File: config.mk
export PLATFORM = sky130hd
export DESIGN_NAME = rotary_knob_key_event_decoder
export DESIGN_NICKNAME = d
export VERILOG_FILES = /design/src/design/rkd_pkg.sv /design/src/design/rkd_cfg_regs.sv /design/src/design/rkd_core.sv /design/src/design/rotary_knob_key_event_decoder.sv
export VERILOG_INCLUDE_DIRS = /design/src /design/src/design
export SDC_FILE = /design/constraint.sdc
export NUM_CORES = 1
export LEC_CHECK = 0
export ABC_AREA = 1
export ABC_CLOCK_PERIOD_IN_PS = 9150
export BUFFER_PORTS_ARGS = -buffer_cell sky130_fd_sc_hd__buf_2
export CORE_MARGIN = 8
export CORE_UTILIZATION = 40
export CTS_BUF_LIST = sky130_fd_sc_hd__clkbuf_2
export CTS_CLUSTER_SIZE = 40
export DETAILED_ROUTE_END_ITERATION = 8
export SLEW_MARGIN = 20
export SYNTH_ARGS = -nofsm -noshare
export SYNTH_HDL_FRONTEND = slang
export SYNTH_SLANG_ARGS = --single-unit
export TNS_END_PERCENT = 1
File: constraint.sdc
create_clock -name clk_i -period 9.15 [get_ports clk_i]
set_input_delay 1.83 -clock clk_i [delete_from_list [all_inputs] [get_ports clk_i]]
set_output_delay 1.83 -clock clk_i [all_outputs]
set_load 0.1 [all_outputs]
File: src/design/assert_macros.svh
// ----------------------------------------------------------------------------
// assert_macros.svh
// Assertion helper macros, compiled out when SYNTH is defined.
// ----------------------------------------------------------------------------
`ifndef ASSERT_MACROS_SVH
`define ASSERT_MACROS_SVH

`ifndef SYNTH
// Property must hold at every clock edge outside reset.
`define RKD_ASSERT(label, clk, rst_n, prop) \
  label: assert property (@(posedge clk) disable iff (!(rst_n)) (prop)) \
    else $error("rkd assertion failed");
// Condition must never be true outside reset.
`define RKD_ASSERT_NEVER(label, clk, rst_n, cond) \
  label: assert property (@(posedge clk) disable iff (!(rst_n)) !(cond)) \
    else $error("rkd forbidden condition seen");
`else
`define RKD_ASSERT(label, clk, rst_n, prop)
`define RKD_ASSERT_NEVER(label, clk, rst_n, cond)
`endif

`endif

File: src/design/rkd_pkg.sv
// ----------------------------------------------------------------------------
// rkd_pkg
// Shared types and constants of the rotary knob key event decoder.
// ----------------------------------------------------------------------------
package rkd_pkg;

  localparam int unsigned TimeW = 32;
  localparam int unsigned CfgW  = 16;

  // Configuration register reset values
  localparam logic [CfgW-1:0] DcWindowRst  = 16'd450;
  localparam logic [CfgW-1:0] LongPressRst = 16'd1500;
  localparam logic [CfgW-1:0] MinPressRst  = 16'd15;

  // Item kinds
  typedef enum logic [1:0] {
    ACT_KEY  = 2'd0,
    ACT_ENC  = 2'd1,
    ACT_POLL = 2'd2,
    ACT_READ = 2'd3
  } rkd_action_e;

  // Reported events
  typedef enum logic [2:0] {
    EV_NONE   = 3'd0,
    EV_CLICK  = 3'd1,
    EV_DOUBLE = 3'd2,
    EV_LONG   = 3'd3,
    EV_RIGHT  = 3'd4,
    EV_LEFT   = 3'd5
  } rkd_event_e;

  // Configuration register indexes
  typedef enum logic [1:0] {
    REG_DC_WINDOW  = 2'd0,
    REG_LONG_PRESS = 2'd1,
    REG_MIN_PRESS  = 2'd2
  } rkd_reg_e;

  // Encoder phase codes; the spare code is never entered
  localparam logic [1:0] PHASE_IDLE  = 2'd0;
  localparam logic [1:0] PHASE_B_HI  = 2'd1;
  localparam logic [1:0] PHASE_B_LO  = 2'd2;
  localparam logic [1:0] PHASE_SPARE = 2'd3;

  // Configuration values seen by the decoder
  typedef struct packed {
    logic [CfgW-1:0] dc_window;
    logic [CfgW-1:0] long_press;
    logic [CfgW-1:0] min_press;
  } rkd_cfg_t;

  // One registered input transaction
  typedef struct packed {
    rkd_action_e      action;
    logic [TimeW-1:0] now_ms;
    logic             key_level;
    logic             a_level;
    logic             b_level;
  } rkd_item_t;

endpackage

File: src/design/rkd_cfg_regs.sv
// ----------------------------------------------------------------------------
// rkd_cfg_regs
// Timing configuration registers, written through a plain write port.
// ----------------------------------------------------------------------------
module rkd_cfg_regs (
  input  logic                      clk_i,
  input  logic                      rst_ni,
  input  logic                      cfg_we_i,
  input  logic [1:0]                cfg_idx_i,
  input  logic [rkd_pkg::CfgW-1:0]  cfg_wdata_i,
  output rkd_pkg::rkd_cfg_t         cfg_o
);

  rkd_pkg::rkd_cfg_t cfg_q, cfg_d;

  // Decode the register index; unused index drops the write
  always_comb begin
    cfg_d = cfg_q;
    if (cfg_we_i) begin
      case (cfg_idx_i)
        rkd_pkg::REG_DC_WINDOW:  cfg_d.dc_window  = cfg_wdata_i;
        rkd_pkg::REG_LONG_PRESS: cfg_d.long_press = cfg_wdata_i;
        rkd_pkg::REG_MIN_PRESS:  cfg_d.min_press  = cfg_wdata_i;
        default:                 cfg_d = cfg_q;
      endcase
    end
  end

  always_ff @(posedge clk_i or negedge rst_ni) begin
    if (!rst_ni) begin
      cfg_q.dc_window  <= rkd_pkg::DcWindowRst;
      cfg_q.long_press <= rkd_pkg::LongPressRst;
      cfg_q.min_press  <= rkd_pkg::MinPressRst;
    end else begin
      cfg_q <= cfg_d;
    end
  end

  assign cfg_o = cfg_q;

endmodule

File: src/design/rkd_core.sv
// ----------------------------------------------------------------------------
// rkd_core
// Key and encoder state with the combinational event decode of one transaction.
// ----------------------------------------------------------------------------
`include "assert_macros.svh"

module rkd_core (
  input  logic                 clk_i,
  input  logic                 rst_ni,
  input  logic                 step_i,
  input  rkd_pkg::rkd_item_t   item_i,
  input  rkd_pkg::rkd_cfg_t    cfg_i,
  output rkd_pkg::rkd_event_e  event_o
);

  rkd_pkg::rkd_event_e            pend_q, pend_d;
  logic [rkd_pkg::TimeW-1:0]      press_q, press_d;
  logic                           dmark_q, dmark_d;
  logic [1:0]                     phase_q, phase_d;

  logic [rkd_pkg::TimeW-1:0]      held;
  logic [rkd_pkg::TimeW-1:0]      ahead;
  logic [rkd_pkg::TimeW-1:0]      win_ext;
  logic [rkd_pkg::TimeW-1:0]      long_ext;
  logic [rkd_pkg::TimeW-1:0]      min_ext;
  logic                           do_key;
  logic                           do_enc;
  logic                           click_held;
  rkd_pkg::rkd_event_e            pend_k;
  rkd_pkg::rkd_event_e            res;

  // Elapsed time since the last press, both directions
  assign held     = item_i.now_ms - press_q;
  assign ahead    = press_q - item_i.now_ms;
  assign win_ext  = {{(rkd_pkg::TimeW-rkd_pkg::CfgW){1'b0}}, cfg_i.dc_window};
  assign long_ext = {{(rkd_pkg::TimeW-rkd_pkg::CfgW){1'b0}}, cfg_i.long_press};
  assign min_ext  = {{(rkd_pkg::TimeW-rkd_pkg::CfgW){1'b0}}, cfg_i.min_press};

  assign do_key = (item_i.action == rkd_pkg::ACT_KEY) ||
                  (item_i.action == rkd_pkg::ACT_POLL);
  assign do_enc = (item_i.action == rkd_pkg::ACT_ENC) ||
                  (item_i.action == rkd_pkg::ACT_POLL);

  // Hold back a click inside the double-click window (signed view of time)
  assign click_held = (pend_q == rkd_pkg::EV_CLICK) &&
                      (held[rkd_pkg::TimeW-1] || (held < win_ext) ||
                       (!ahead[rkd_pkg::TimeW-1] && (ahead > win_ext)));

  // Key step: press stores time, release classifies the hold
  always_comb begin
    pend_k  = pend_q;
    press_d = press_q;
    dmark_d = dmark_q;
    if (do_key) begin
      if (!item_i.key_level) begin
        dmark_d = (held < win_ext);
        press_d = item_i.now_ms;
      end else begin
        if (held > long_ext) begin
          pend_k = rkd_pkg::EV_LONG;
        end else if (held > min_ext) begin
          pend_k = dmark_q ? rkd_pkg::EV_DOUBLE : rkd_pkg::EV_CLICK;
        end
        dmark_d = 1'b0;
      end
    end
  end

  // Encoder step after the key step, then read handling
  always_comb begin
    pend_d  = pend_k;
    phase_d = phase_q;
    res     = rkd_pkg::EV_NONE;
    if (do_enc) begin
      if (phase_q == rkd_pkg::PHASE_IDLE) begin
        if (!item_i.a_level) begin
          phase_d = item_i.b_level ? rkd_pkg::PHASE_B_HI : rkd_pkg::PHASE_B_LO;
        end
      end else begin
        if (item_i.a_level) begin
          if ((phase_q == rkd_pkg::PHASE_B_HI) && !item_i.b_level) begin
            pend_d = rkd_pkg::EV_RIGHT;
          end else if ((phase_q == rkd_pkg::PHASE_B_LO) && item_i.b_level) begin
            pend_d = rkd_pkg::EV_LEFT;
          end
        end
        phase_d = rkd_pkg::PHASE_IDLE;
      end
    end
    if ((item_i.action == rkd_pkg::ACT_READ) && !click_held) begin
      res    = pend_q;
      pend_d = rkd_pkg::EV_NONE;
    end
  end

  // Commit state only when a transaction moves through
  always_ff @(posedge clk_i or negedge rst_ni) begin
    if (!rst_ni) begin
      pend_q  <= rkd_pkg::EV_NONE;
      press_q <= '0;
      dmark_q <= 1'b0;
      phase_q <= rkd_pkg::PHASE_IDLE;
    end else if (step_i) begin
      pend_q  <= pend_d;
      press_q <= press_d;
      dmark_q <= dmark_d;
      phase_q <= phase_d;
    end
  end

  assign event_o = res;

  // Phase three is never entered
  `RKD_ASSERT_NEVER(a_phase_three, clk_i, rst_ni, phase_q == rkd_pkg::PHASE_SPARE)
  // A release always clears the double-click mark
  `RKD_ASSERT(a_release_clears, clk_i, rst_ni,
              (step_i && do_key && item_i.key_level) |=> !dmark_q)
  // Only a read produces a nonzero event
  `RKD_ASSERT(a_event_on_read, clk_i, rst_ni,
              (event_o != rkd_pkg::EV_NONE) |-> (item_i.action == rkd_pkg::ACT_READ))

endmodule

File: src/design/rotary_knob_key_event_decoder.sv
// ----------------------------------------------------------------------------
// rotary_knob_key_event_decoder
// Push key and rotary encoder event decoder with valid/stall channels.
// ----------------------------------------------------------------------------
// Usage:
//   Input channel (in_valid_i / in_stall_o) carries one transaction: an
//   action (key edge, encoder A edge, poll, read), a millisecond tick and the
//   key, A and B pin levels. The output channel (out_valid_o / out_stall_i)
//   returns exactly one event code per input transaction; it is nonzero only
//   for a read that finds a deliverable event.
//   From input acceptance, a transaction passes one input register, then the
//   decode into the result register. Throughput is one transaction per cycle
//   while out_stall_i is low; the decode is a single pass of two 32-bit
//   subtractions and a few compares against the timing registers.
//   While the result register holds an unaccepted result and out_stall_i is
//   high, the input register cannot advance, and in_stall_o rises only when
//   that input register is also full.
//   Reset clears the pending event, press time, double-click mark, encoder
//   phase and both channel valids, and loads the timing registers with
//   450 ms, 1500 ms and 15 ms. Write configuration only while idle.
// ----------------------------------------------------------------------------
`include "assert_macros.svh"

module rotary_knob_key_event_decoder (
  input  logic                     clk_i,
  input  logic                     rst_ni,
  // configuration write port
  input  logic                     cfg_we_i,
  input  logic [1:0]               cfg_idx_i,
  input  logic [rkd_pkg::CfgW-1:0] cfg_wdata_i,
  // input channel
  input  logic                     in_valid_i,
  output logic                     in_stall_o,
  input  logic [1:0]               action_i,
  input  logic [rkd_pkg::TimeW-1:0] now_ms_i,
  input  logic                     key_level_i,
  input  logic                     a_level_i,
  input  logic                     b_level_i,
  // output channel
  output logic                     out_valid_o,
  input  logic                     out_stall_i,
  output logic [2:0]               event_res_o
);

  rkd_pkg::rkd_cfg_t    cfg;
  rkd_pkg::rkd_item_t   item_q, item_d;
  logic                 s1_valid_q, s1_valid_d;
  logic                 out_valid_q, out_valid_d;
  logic [2:0]           event_q, event_d;
  rkd_pkg::rkd_event_e  core_event;
  logic                 in_accept;
  logic                 s1_adv;
  logic                 out_busy;

  rkd_cfg_regs u_cfg (
    .clk_i       (clk_i),
    .rst_ni      (rst_ni),
    .cfg_we_i    (cfg_we_i),
    .cfg_idx_i   (cfg_idx_i),
    .cfg_wdata_i (cfg_wdata_i),
    .cfg_o       (cfg)
  );

  // Handshake: result register parts the two sides
  assign out_busy   = out_valid_q && out_stall_i;
  assign s1_adv     = s1_valid_q && !out_busy;
  assign in_stall_o = s1_valid_q && out_busy;
  assign in_accept  = in_valid_i && !in_stall_o;

  // Input register
  always_comb begin
    item_d           = item_q;
    if (in_accept) begin
      item_d.action    = rkd_pkg::rkd_action_e'(action_i);
      item_d.now_ms    = now_ms_i;
      item_d.key_level = key_level_i;
      item_d.a_level   = a_level_i;
      item_d.b_level   = b_level_i;
    end
  end

  assign s1_valid_d  = in_accept || (s1_valid_q && !s1_adv);
  assign out_valid_d = s1_adv || out_busy;
  assign event_d     = s1_adv ? 3'(core_event) : event_q;

  rkd_core u_core (
    .clk_i   (clk_i),
    .rst_ni  (rst_ni),
    .step_i  (s1_adv),
    .item_i  (item_q),
    .cfg_i   (cfg),
    .event_o (core_event)
  );

  // Control registers
  always_ff @(posedge clk_i or negedge rst_ni) begin
    if (!rst_ni) begin
      s1_valid_q  <= 1'b0;
      out_valid_q <= 1'b0;
    end else begin
      s1_valid_q  <= s1_valid_d;
      out_valid_q <= out_valid_d;
    end
  end

  // Payload registers
  always_ff @(posedge clk_i) begin
    item_q  <= item_d;
    event_q <= event_d;
  end

  assign out_valid_o = out_valid_q;
  assign event_res_o = event_q;

  // Input stalls only when both registers are full and the output is held
  `RKD_ASSERT(a_stall_cause, clk_i, rst_ni,
              in_stall_o |-> (s1_valid_q && out_valid_q && out_stall_i))
  // An accepted transaction lands in the input register
  `RKD_ASSERT(a_accept_lands, clk_i, rst_ni, in_accept |=> s1_valid_q)
  // A free output takes the waiting transaction next cycle
  `RKD_ASSERT(a_adv_to_out, clk_i, rst_ni, s1_adv |=> out_valid_q)

endmodule
==> flow_summary.json <==
{
  "pwr_density_cell_mw_per_mm2": 271,
  "worst_path_largest_cell_delay_ps": 440,
  "final_worst_path_period_need_ps": 4360,
  "critical_path.startpoint_type": "input pin",
  "total_number_of_vias": 9982,
  "area.growth.synth_to_final_pct": 8.46,
  "report.final.slew_viol_count": 0,
  "final_cell_count_no_fill": 2105,
  "syn_inst": 1658,
  "drt_iter0_drc": 638,
  "core_region_area_mm2": 0.0276,
  "syn-mean-instance-area_um2": 6.73,
  "via_count_of_the_first_global_routing_pass": 9620,
  "synth.distinct_cells": 43,
  "maximum_level_of_the_cts_h_tree": 4,
  "layout-drive-gt1-share": 0.101,
  "worst_clock_skew_ps": 50.6,
  "cts_resized": 0,
  "count_of_final_setup_violators": 0,
  "power.ir.vdd_worst_mv": 0.121,
  "final.setup.tns_ps": 0,
  "die_width_um": 183,
  "outcome": "finished clean",
  "finish.utilization": 0.438,
  "clk_pin_slew_worst_paths_ps": 190,
  "grt_antenna_before_repair": 1,
  "place_congestion": 0.954,
  "clock_tree_root_driver_cell": "sky130_fd_sc_hd__clkbuf_2",
  "layout_setup_ws_ps": 4790,
  "ys_ff_latch": 128,
  "arrival_ps": 2530,
  "pre_cts_ws_ps": 4790,
  "place.detailed.instances": 2072,
  "grt_first_pass_wirelength_um": 48200,
  "detail_route.vias_per_cell": 4.74,
  "critical_path_peak_fanout": 3,
  "slew_headroom": 0.359,
  "row_count": 61,
  "met2_layer_wire_length_in_the_routed_design_um": 13800,
  "ioPinCount": 65,
  "synth.largest_area_cell": "sky130_fd_sc_hd__nand2_1",
  "tritoncts": "yes",
  "synth_nets": 1848,
  "drtAntennaViolNets": 0,
  "postSynth.asyncResetShare": 0.688,
  "synth_area_leaders": "sky130_fd_sc_hd__nand2_1 19%, sky130_fd_sc_hd__dfrtp_1 16%, sky130_fd_sc_hd__ha_1 14%",
  "cts_hold_buf": 0,
  "port_buffers": 64,
  "cts.sink_count": 128,
  "tightest_slew_ps": 960,
  "grt_max_degree": 65,
  "dp.final_hpwl_um": 25100,
  "crit_buf_inv": 2,
  "setup.reg_to_reg.worst_slack_ps": 5190,
  "met1_length_um": 14600,
  "max_freq_mhz": 229,
  "slowest_stage": "sky130_fd_sc_hd__buf_2",
  "synth.top_cell.area_share": 0.191,
  "setup.worst_path.class": "input pin to primary output",
  "synth-seq-area-share": 0.307,
  "detailedRoute.firstPassIterationCount": 5,
  "critical-path-top-delay-family": "buffers and inverters",
  "max-cap-violations": 0,
  "drt-wirelength-per-cell_um": 14.2,
  "hold_viol": 0,
  "edff_count_synth": 40,
  "postRouteWirelength_um": 29900,
  "worstPathRequired_ps": 7320,
  "synth_most_common_cell": "sky130_fd_sc_hd__nand2_1",
  "final_min_period_over_clock_period": 0.477,
  "synth_warnings": 0,
  "postSynth.topFlopCell": "sky130_fd_sc_hd__dfrtp_1",
  "grt-ovfl-total": 0,
  "total_leakage_power_nw": 6.68,
  "starting_utilization_of_the_core_area": 0.404,
  "clock_insertion_delay_worst_skew_ps": 800,
  "critical-path-top-cell-by-count": "sky130_fd_sc_hd__buf_2",
  "setup_repair_after_global_routing_missed_its_margin": "false",
  "total_drc_errors_in_the_routed_layout": 0,
  "height_of_the_chip_um": 183,
  "crit_chain": "buf_2, nand2_1, nor2_1, buf_2",
  "netlist_area_mm2": 0.0112,
  "worstHoldPathType": "flip-flop to flip-flop",
  "cts_max_path_buffers": 2,
  "fin_worst_hold_slack_ps": 500,
  "critical_path.endpoint_type": "primary output",
  "fin_nets": 1903,
  "post_cts_setup_buffer_count": 0,
  "synth.cells.most_frequent": "567 x sky130_fd_sc_hd__nand2_1, 341 x sky130_fd_sc_hd__inv_1, 128 x sky130_fd_sc_hd__ha_1",
  "floorplan.die_area_mm2": 0.0335,
  "wl_met3_um": 1190,
  "route.top_layer_used": "met4",
  "grt_util_all_layers": 0.181,
  "cts_made_buffers": 17
}
-- logic make-up after synthesis --
| logic type | count (synthesis) | synth area share |
|---|---|---|
| buffers and inverters | 377 | 0.129 |
| DFF | 128 | 0.307 |
| muxes | 1 | 0.00101 |
| and+or+nand+nor | 809 | 0.306 |
| adders and majority gates | 130 | 0.147 |
| xor gates and xnor gates | 30 | 0.0236 |
| AOI/OAI and AO/OA | 183 | 0.0866 |
-- worst paths after layout --
check                      cells past startpoint                             end                 start
setup / recovery                               4                      in_stall_o           out_stall_i
hold / removal                                 2           out_valid_o$_DFF_PN0_  s1_valid_q$_DFF_PN0_
setup reg to reg                              24    event_res_o[0]$_SDFFCE_PN0P_   item_q[5]$_DFFE_PP_
hold reg to reg                                2           out_valid_o$_DFF_PN0_  s1_valid_q$_DFF_PN0_
max in group asynchronous                      2  u_core.press_q[16]$_DFFE_PN0P_                rst_ni
min in group asynchronous                      1     u_cfg.cfg_o[47]$_DFFE_PN0P_                rst_ni
-- routing by layer --
layer  GRT usage  vias up
met2       0.303      177
met4      0.0442        0
li1            -     5223
met5           0        -
met3      0.0293       25
met1       0.241     4557
-- through the flow --
stage,power [W],instance area (um2)
after detailed placement,0.00289,11800
final,0.00328,12100
after floorplan,0.00232,11200
after global routing,0.00363,12100
after global placement,0.00284,11800
after CTS,0.00329,12100
-- sequential cells by signal, indices dropped and copies added (netlist names) --
name	count
out_valid_o	1
event_res_o	3
s1_valid_q	1
item_q	37
u_core.phase_q	2
u_cfg.cfg_o	48
u_core.pend_q	3
u_core.dmark_q	1
u_core.press_q	32
-- tightest hold or removal path: stages (launching register included) --
cell,delay (ps)
sky130_fd_sc_hd__dfrtp_1,370
sky130_fd_sc_hd__inv_1,60
sky130_fd_sc_hd__nand2_1,60
-- layout make-up --
| type | instances | area [um2] |
|---|---|---|
| clock buffer | 18 | 90.1 |
| fill | 3005 | 15500 |
| multi-input combinational | 1153 | 6300 |
| inverter | 346 | 1300 |
| timing repair buffer | 67 | 345 |
| antenna | 1 | 2.50 |
| sequential | 128 | 3420 |
| tap | 378 | 473 |
| clock inverter | 14 | 166 |
-- report_power, final --
group	switching [W]	leakage [nW]	internal, W
registers	0.0000631	1.46	0.000707
clock network	0.000240	0.138	0.000152
logic	0.00141	5.09	0.000704
total	0.00172	6.68	0.00156
-- placed cells by master (no fill, tap or decap), drive strengths merged, types with 2 or more instances in the layout --
master	instances
a21oi	68
a31oi	2
clkinv	7
ha	128
o21ai	98
o211ai	2
nand2	587
clkbuf	18
dfstp	15
a211oi	2
edfxtp	40
buf	67
o2111ai	2
inv	345
xor2	29
nor4	2
o21bai	4
nand3	83
bufinv	3
clkinvlp	5
nand4	23
fa	2
nor2	102
nor3	9
dfrtp	73
No activity file was read; power rests on OpenSTA's default activity.
